### config.mk
export PLATFORM = sky130hd
export DESIGN_NAME = waveform_peak_decimator_unit
export DESIGN_NICKNAME = d
export VERILOG_FILES = /design/src/rtl/wpd_pkg.sv /design/src/rtl/wpd_ram.sv /design/src/rtl/waveform_peak_decimator_unit.sv
export SDC_FILE = /design/constraint.sdc
export NUM_CORES = 1
export LEC_CHECK = 0
export ABC_AREA = 0
export BUFFER_PORTS_ARGS = -buffer_cell sky130_fd_sc_hd__buf_2
export CELL_PAD_IN_SITES_DETAIL_PLACEMENT = 0
export CELL_PAD_IN_SITES_GLOBAL_PLACEMENT = 1
export CORE_ASPECT_RATIO = 0.9
export CORE_MARGIN = 3
export CORE_UTILIZATION = 45
export DETAILED_ROUTE_END_ITERATION = 16
export MAX_ROUTING_LAYER = met4
export PLACE_DENSITY = 0.71
export SYNTH_ARGS = -nofsm -noshare
export SYNTH_HDL_FRONTEND = slang
export SYNTH_SLANG_ARGS = --single-unit
export TNS_END_PERCENT = 1
### constraint.sdc
create_clock -name clk -period 10.7 [get_ports clk]
set_clock_uncertainty 0.2 [all_clocks]
set_input_delay 1.07 -clock clk [delete_from_list [all_inputs] [get_ports clk]]
set_output_delay 1.07 -clock clk [all_outputs]
set_load 0.05 [all_outputs]
### src/rtl/wpd_pkg.sv
// Shared constants for the waveform peak decimator.
package wpd_pkg;

    // Width of the per-track sample counter and of the block size register
    localparam int COUNT_BITS = 16;

    // Block size after reset
    localparam logic [COUNT_BITS-1:0] BLOCK_SIZE_RESET = 16'd1024;

    // Item kinds carried on the action field
    typedef enum logic
    {
        ACTION_SAMPLE = 1'b0,
        ACTION_FLUSH  = 1'b1
    } action_t;

endpackage

### src/rtl/wpd_ram.sv
// Generic single-write, single-read RAM with registered read data.
module wpd_ram #(
    parameter int WIDTH = 48,
    parameter int DEPTH = 8,
    localparam int AW = (DEPTH > 1) ? $clog2(DEPTH) : 1
) (
    input  logic             clk,
    input  logic             wr_en,
    input  logic [AW-1:0]    wr_addr,
    input  logic [WIDTH-1:0] wr_data,
    input  logic             rd_en,
    input  logic [AW-1:0]    rd_addr,
    output logic [WIDTH-1:0] rd_data
);

    logic [WIDTH-1:0] mem [DEPTH];
    logic [WIDTH-1:0] rd_data_reg;

    always_ff @(posedge clk)
    begin
        if (wr_en)
        begin
            mem[wr_addr] <= wr_data;
        end
        if (rd_en)
        begin
            rd_data_reg <= mem[rd_addr];
        end
    end

    assign rd_data = rd_data_reg;

endmodule

### src/rtl/waveform_peak_decimator_unit.sv
// Waveform peak decimator: min/max decimation of per-track audio into peak blocks.
//
// Each input item is either one signed sample for a track or a flush request
// for that track. Per track the unit keeps a running minimum, a running
// maximum and a sample count in one small RAM (one entry per track). The
// first sample of a block sets both extremes; when the count reaches
// block_size one item goes out with the block's min/max and partial = 0, and
// the count restarts. A flush of an open block sends it out with partial = 1;
// a flush of an empty block, and any item whose track is TRACKS or above,
// produces nothing. A block size of zero behaves as one.
// Throughput: one item per clock, sustained, on any mix of tracks, while the
// output register is not stalled. An accepted item has its state read from
// the RAM as it is accepted; in the update stage it is updated, written back
// and its result, if any, is loaded into the output register. A write forwarding
// register covers an item that hits the same track as the item just ahead
// of it. in_stall rises only while the update stage holds a result that the
// full, stalled output register cannot take. No clearing pass after reset:
// a per-track valid flag marks entries never written, which read as empty.
// block_size may only be written while no item is in flight.
module waveform_peak_decimator_unit #(
    parameter int TRACKS      = 8,
    parameter int SAMPLE_BITS = 16
) (
    input  logic                          clk,
    input  logic                          rst_n,

    // configuration: block size
    input  logic                          cfg_wr_en,
    input  logic [wpd_pkg::COUNT_BITS-1:0] cfg_wr_data,

    // input items
    input  logic                          in_valid,
    output logic                          in_stall,
    input  logic                          action,
    input  logic [2:0]                    track,
    input  logic signed [SAMPLE_BITS-1:0] sample,

    // result items
    output logic                          out_valid,
    input  logic                          out_stall,
    output logic [2:0]                    out_track,
    output logic signed [SAMPLE_BITS-1:0] block_min,
    output logic signed [SAMPLE_BITS-1:0] block_max,
    output logic                          partial
);

    localparam int CB = wpd_pkg::COUNT_BITS;
    localparam int TW = (TRACKS > 1) ? $clog2(TRACKS) : 1;
    // entry layout: {count, max, min}
    localparam int EW = CB + 2 * SAMPLE_BITS;

    // config register
    logic [CB-1:0] block_size_reg;

    always_ff @(posedge clk or negedge rst_n)
    begin
        if (!rst_n)
        begin
            block_size_reg <= wpd_pkg::BLOCK_SIZE_RESET;
        end
        else if (cfg_wr_en)
        begin
            block_size_reg <= cfg_wr_data;
        end
    end

    // ---------------------------------------------------------------
    // Accept / RAM read
    // ---------------------------------------------------------------
    logic          in_accept;
    logic          track_ok;
    logic          enter;
    logic [TW-1:0] in_addr;

    assign in_accept = in_valid && !in_stall;
    assign track_ok  = (int'(track) < TRACKS);
    assign enter     = in_accept && track_ok;
    assign in_addr   = TW'(track);

    // update stage registers
    logic                          s1_valid_reg;
    logic                          s1_flush_reg;
    logic [TW-1:0]                 s1_addr_reg;
    logic [2:0]                    s1_track_reg;
    logic signed [SAMPLE_BITS-1:0] s1_sample_reg;

    // last write, for same-track back-to-back items
    logic          fwd_valid_reg;
    logic [TW-1:0] fwd_addr_reg;
    logic [EW-1:0] fwd_data_reg;

    // entries written at least once
    logic [TRACKS-1:0] written_reg;

    logic          wr_en;
    logic [EW-1:0] wr_data;
    logic [EW-1:0] rd_data;

    wpd_ram #(
        .WIDTH (EW),
        .DEPTH (TRACKS)
    ) u_state_ram (
        .clk     (clk),
        .wr_en   (wr_en),
        .wr_addr (s1_addr_reg),
        .wr_data (wr_data),
        .rd_en   (enter),
        .rd_addr (in_addr),
        .rd_data (rd_data)
    );

    // ---------------------------------------------------------------
    // Read-modify-write stage
    // ---------------------------------------------------------------
    logic [EW-1:0]                 cur;
    logic [CB-1:0]                 cur_count;
    logic signed [SAMPLE_BITS-1:0] cur_min;
    logic signed [SAMPLE_BITS-1:0] cur_max;
    logic                          cur_empty;
    logic signed [SAMPLE_BITS-1:0] new_min;
    logic signed [SAMPLE_BITS-1:0] new_max;
    logic [CB-1:0]                 count_inc;
    logic                          block_full;
    logic                          s1_emit;
    logic                          s1_partial;
    logic                          s1_go;
    logic                          out_free;

    always_comb
    begin
        if (fwd_valid_reg && (fwd_addr_reg == s1_addr_reg))
        begin
            cur = fwd_data_reg;
        end
        else if (written_reg[s1_addr_reg])
        begin
            cur = rd_data;
        end
        else
        begin
            cur = '0;
        end
    end

    assign cur_count = cur[EW-1 -: CB];
    assign cur_max   = cur[2*SAMPLE_BITS-1 -: SAMPLE_BITS];
    assign cur_min   = cur[SAMPLE_BITS-1:0];
    assign cur_empty = (cur_count == '0);

    // a new block takes the sample as both extremes
    assign new_min = (cur_empty || (s1_sample_reg < cur_min)) ? s1_sample_reg : cur_min;
    assign new_max = (cur_empty || (s1_sample_reg > cur_max)) ? s1_sample_reg : cur_max;

    // count wraps at 16 bits; a wrap also closes the block
    assign count_inc  = cur_count + CB'(1);
    assign block_full = (count_inc >= block_size_reg) || (count_inc == '0);

    always_comb
    begin
        s1_partial = 1'b0;
        wr_data    = cur;
        case (wpd_pkg::action_t'(s1_flush_reg))
            wpd_pkg::ACTION_SAMPLE:
            begin
                s1_emit = block_full;
                wr_data = {(block_full ? CB'(0) : count_inc), new_max, new_min};
            end
            wpd_pkg::ACTION_FLUSH:
            begin
                s1_emit    = !cur_empty;
                s1_partial = 1'b1;
                wr_data    = {CB'(0), cur_max, cur_min};
            end
            default:
            begin
                s1_emit = 1'b0;
            end
        endcase
    end

    assign out_free = !out_valid || !out_stall;
    assign s1_go    = !s1_emit || out_free;
    assign in_stall = s1_valid_reg && !s1_go;

    // empty flush leaves the entry alone
    assign wr_en = s1_valid_reg && s1_go && (!s1_flush_reg || !cur_empty);

    always_ff @(posedge clk or negedge rst_n)
    begin
        if (!rst_n)
        begin
            s1_valid_reg  <= 1'b0;
            fwd_valid_reg <= 1'b0;
            written_reg   <= '0;
        end
        else
        begin
            if (enter)
            begin
                s1_valid_reg <= 1'b1;
            end
            else if (s1_go)
            begin
                s1_valid_reg <= 1'b0;
            end
            if (wr_en)
            begin
                fwd_valid_reg            <= 1'b1;
                written_reg[s1_addr_reg] <= 1'b1;
            end
        end
    end

    always_ff @(posedge clk)
    begin
        if (enter)
        begin
            s1_flush_reg  <= action;
            s1_addr_reg   <= in_addr;
            s1_track_reg  <= track;
            s1_sample_reg <= sample;
        end
        if (wr_en)
        begin
            fwd_addr_reg <= s1_addr_reg;
            fwd_data_reg <= wr_data;
        end
    end

    // ---------------------------------------------------------------
    // Output register
    // ---------------------------------------------------------------
    logic                          out_valid_reg;
    logic [2:0]                    out_track_reg;
    logic signed [SAMPLE_BITS-1:0] out_min_reg;
    logic signed [SAMPLE_BITS-1:0] out_max_reg;
    logic                          out_partial_reg;
    logic                          load_out;

    assign load_out = s1_valid_reg && s1_emit && out_free;

    always_ff @(posedge clk or negedge rst_n)
    begin
        if (!rst_n)
        begin
            out_valid_reg <= 1'b0;
        end
        else if (load_out)
        begin
            out_valid_reg <= 1'b1;
        end
        else if (!out_stall)
        begin
            out_valid_reg <= 1'b0;
        end
    end

    always_ff @(posedge clk)
    begin
        if (load_out)
        begin
            out_track_reg   <= s1_track_reg;
            out_min_reg     <= s1_flush_reg ? cur_min : new_min;
            out_max_reg     <= s1_flush_reg ? cur_max : new_max;
            out_partial_reg <= s1_partial;
        end
    end

    assign out_valid = out_valid_reg;
    assign out_track = out_track_reg;
    assign block_min = out_min_reg;
    assign block_max = out_max_reg;
    assign partial   = out_partial_reg;

endmodule
==> flow_metrics.env <==
export IMPL_outcome="finished, final reports clean"
export IMPL_finalWorstSetupSlack_ps=2890
export IMPL_ys_types=75
export IMPL_worstSkewPairLatency_ps=590
export IMPL_p_comb_share_pct=20.7
export IMPL_max_freq_mhz=128
export IMPL_synth_simple_area_share_pct=3.18
export IMPL_end_kind="output pin"
export IMPL_drive_above_1_share_pct=26.6
export IMPL_synth_xor_area_share_pct=0.492
export IMPL_mappedNetlistArea_sq_um=23200
export IMPL_pre_cts_ws_ps=3180
export IMPL_synth_edf_count=539
export IMPL_seq_area_frac_synth_pct=72.8
export IMPL_rows=78
export IMPL_drv_cap=0
export IMPL_synth_compound_area_share_pct=5.69
export IMPL_cts_max_level=2
export IMPL_ys_top_cells_by_area="edfxtp_1 70%, mux4_2 9.3%, dfrtp_1 2.8%"
export IMPL_dpl_hpwl_um=28300
export IMPL_synth_top_area_cell="edfxtp_1"
export IMPL_worstMarginPinSlew_ps=1130
export IMPL_synth_top_family_by_area="multiplexers"
export IMPL_cts_root_buf="clkbuf_16"
export IMPL_num_antenna_cells=0
export IMPL_whs_ps=276
export IMPL_placed_cell_area_sq_um=24400
export IMPL_arrival_ps=6540
export IMPL_place_congestion=0.825
export IMPL_synth_fa_ha_area_share_pct=2.70
export IMPL_avgRoutedWirePerCell_um=23.5
export IMPL_p_leak_nw=8.92
export IMPL_p_clk_share_pct=30.4
export IMPL_boundaryPins=79
export IMPL_vias=11454
export IMPL_vias_per_cell=5.64
export IMPL_grt_overflow=0
export IMPL_num_nets_final=1403
export IMPL_holdBufCountCts=0
export IMPL_fin_tns_setup_ps=0
export IMPL_antenna_found_initial=1
export IMPL_largest_reg_flops=384
export IMPL_cp_max_fo=61
export IMPL_initial_core_util_pct=45.7
export IMPL_stdcell_area_sq_um=26200
export IMPL_synth_flop_cell="edfxtp_1"
export IMPL_relSlewSlack_pct=22.8
export IMPL_yosys_warnings=0
export IMPL_seq_power_share_pct=48.9
export IMPL_yosysMostFrequentCell="edfxtp_1"
export IMPL_synthTopCellsByCount="539 x edfxtp_1, 96 x mux4_2, 50 x ha_1, 50 x mux2_2, 44 x inv_1"
export IMPL_p_int_mw=4.46
export IMPL_power_switching_mw=1.81
export IMPL_critPathLaunchType="register"
export IMPL_cts_clk_slew_worst_paths_ps=70
export IMPL_cts_tree="done"
export IMPL_netlist_instances=1209
export IMPL_io_buffers=78
export IMPL_dieArea_sq_um=54200
export IMPL_cts_path_max_buffers=3
export IMPL_postSynthAreaPerCell_sq_um=19.2
export IMPL_firstDrtPassIters=5
export IMPL_grt_pass1_vias=11852
export IMPL_p_sw_share_pct=28.9
export IMPL_muxShareOfSynthArea_pct=13.2
export IMPL_grt_pass1_wl_um=73700
export IMPL_first_iter_violations=855
export IMPL_hold_viol=0
export IMPL_coreArea_sq_um=50700
export IMPL_area_growth_pct=13.0
export IMPL_nFillCells=4037
export IMPL_ant_nets=0
export IMPL_clock_sinks=566
export IMPL_synth_top_area_share_pct=69.9
export IMPL_syn_num_nets=1300
export IMPL_rsz0062_at_grt="false"
export IMPL_setup_viol=0
export IMPL_die_h_um=221
export IMPL_crit_type="reg2out"
export IMPL_grt_max_degree=69
export IMPL_ir_drop_mv=0.164
export IMPL_numCtsBuffers=54
export IMPL_die_x_um=245
export IMPL_drc=0
export IMPL_cp_required_ps=9430
export IMPL_slew_viol_final=0
export IMPL_ys_seq_elements=566
export IMPL_p_total_mw=6.27
export IMPL_powerDensity_nw_per_um2=240
export IMPL_postCtsSetupBuffers=0
export IMPL_groute_usage_overall_pct=18.4
export IMPL_period_share_pct=73.0
export IMPL_min_path_type="reg2reg"
export IMPL_period_minus_slack_ps=7810
export IMPL_synthArstFlopShare_pct=4.77
export IMPL_totalWireLength_um=47600
export IMPL_ctsResizeCount=0
power groups by stage:
stage,clock network [mW],logic [mW],registers (mW)
global route,2.04,1.43,3.09
floorplan,0,0.755,3.23
global placement,0,1.29,3.10
CTS,1.95,1.31,3.07
finish,1.91,1.30,3.07
detailed placement,0,1.31,3.11
worst max-delay path, stage by stage, from the launching register on:
cell	delay, ps
edfxtp_1	620
xnor2_1	240
and4_2	240
buf_4	330
a31oi_4	230
buf_4	620
a22o_2	350
ha_1	250
a21boi_1	410
nand4b_1	160
xnor2_1	300
inv_1	80
ha_1	290
nand3_1	140
nor2_1	50
a2111oi_0	660
o31ai_1	160
buf_4	210
o21ba_4	290
nor3_2	60
buf_2	230
placed cells by master (no fill, tap or decap), types with 4 or more instances in the layout:
cell | netlist | layout
a21o_1 | 10 | 10
a21oi_1 | 14 | 14
a22o_1 | 9 | 9
a22oi_1 | 35 | 35
a31oi_1 | 4 | 4
and2_1 | 8 | 8
buf_2 | 2 | 76
buf_4 | 5 | 21
bufinv_16 | 0 | 8
clkbuf_1 | 33 | 7
clkbuf_16 | 0 | 54
clkinv_1 | 0 | 13
clkinv_2 | 0 | 7
dfrtp_1 | 26 | 26
edfxtp_1 | 539 | 539
ha_1 | 50 | 50
inv_1 | 44 | 44
mux2_2 | 50 | 50
mux2i_1 | 34 | 34
mux4_2 | 96 | 96
nand2_1 | 27 | 27
nand3_1 | 12 | 12
nand4_1 | 11 | 11
nor2_1 | 35 | 27
nor2_4 | 0 | 8
nor2b_1 | 5 | 4
nor3_1 | 9 | 8
nor4_1 | 8 | 8
o21a_1 | 7 | 7
o21ai_0 | 28 | 27
o21ai_1 | 5 | 6
o21ai_2 | 6 | 6
o21bai_1 | 8 | 8
xnor2_1 | 12 | 12
final timing paths:
check,startpoint,endpoint,slack (ps),cells after the start
max,s1_track_reg[2]$_DFFE_PP_,in_stall,2890,20
min,written_reg[0]$_DFFE_PN0P_,written_reg[0]$_DFFE_PN0P_,280,1
max reg2reg,s1_track_reg[2]$_DFFE_PP_,u_state_ram.mem[0][4]$_DFFE_PP_,3180,21
min reg2reg,written_reg[0]$_DFFE_PN0P_,written_reg[0]$_DFFE_PN0P_,280,1
max in group asynchronous,rst_n,written_reg[7]$_DFFE_PN0P_,9570,1
min in group asynchronous,rst_n,s1_valid_reg$_DFFE_PN0P_,310,1
through the flow:
stage               utilization [%]  instances
floorplan                         -       1209
global placement               48.2       1935
detailed placement             48.2       1935
CTS                            51.7       2030
global route                   51.7       2031
finish                         51.7       2031
cell families after synthesis:
logic type / Yosys count
AO/OA/AOI/OAI: 165
AND/OR/NAND/NOR: 137
buffers and inverters: 98
adder cells (fa/ha/maj): 50
multiplexers: 180
XOR/XNOR: 13
flip-flops: 566
cell type report:
type	count	area [sq um]	share of cell area (%)
tap	680	851	3.25
sequential	566	16900	64.4
multi-input combinational	545	5950	22.8
inverter	46	175	0.669
timing repair buffer	99	557	2.13
clock inverter	34	392	1.50
clock buffer	61	1380	5.26
per-layer routing:
| layer | part of all wire [%] | GRT usage (%) | up-vias |
|---|---|---|---|
| li1 | - | - | 5138 |
| met1 | 45 | 26.3 | 5904 |
| met2 | 47 | 27.6 | 329 |
| met3 | 5.6 | 3.14 | 83 |
| met4 | 2.5 | 5.26 | 0 |
| met5 | 0 | - | - |
Power figures use the tool's default switching activity.
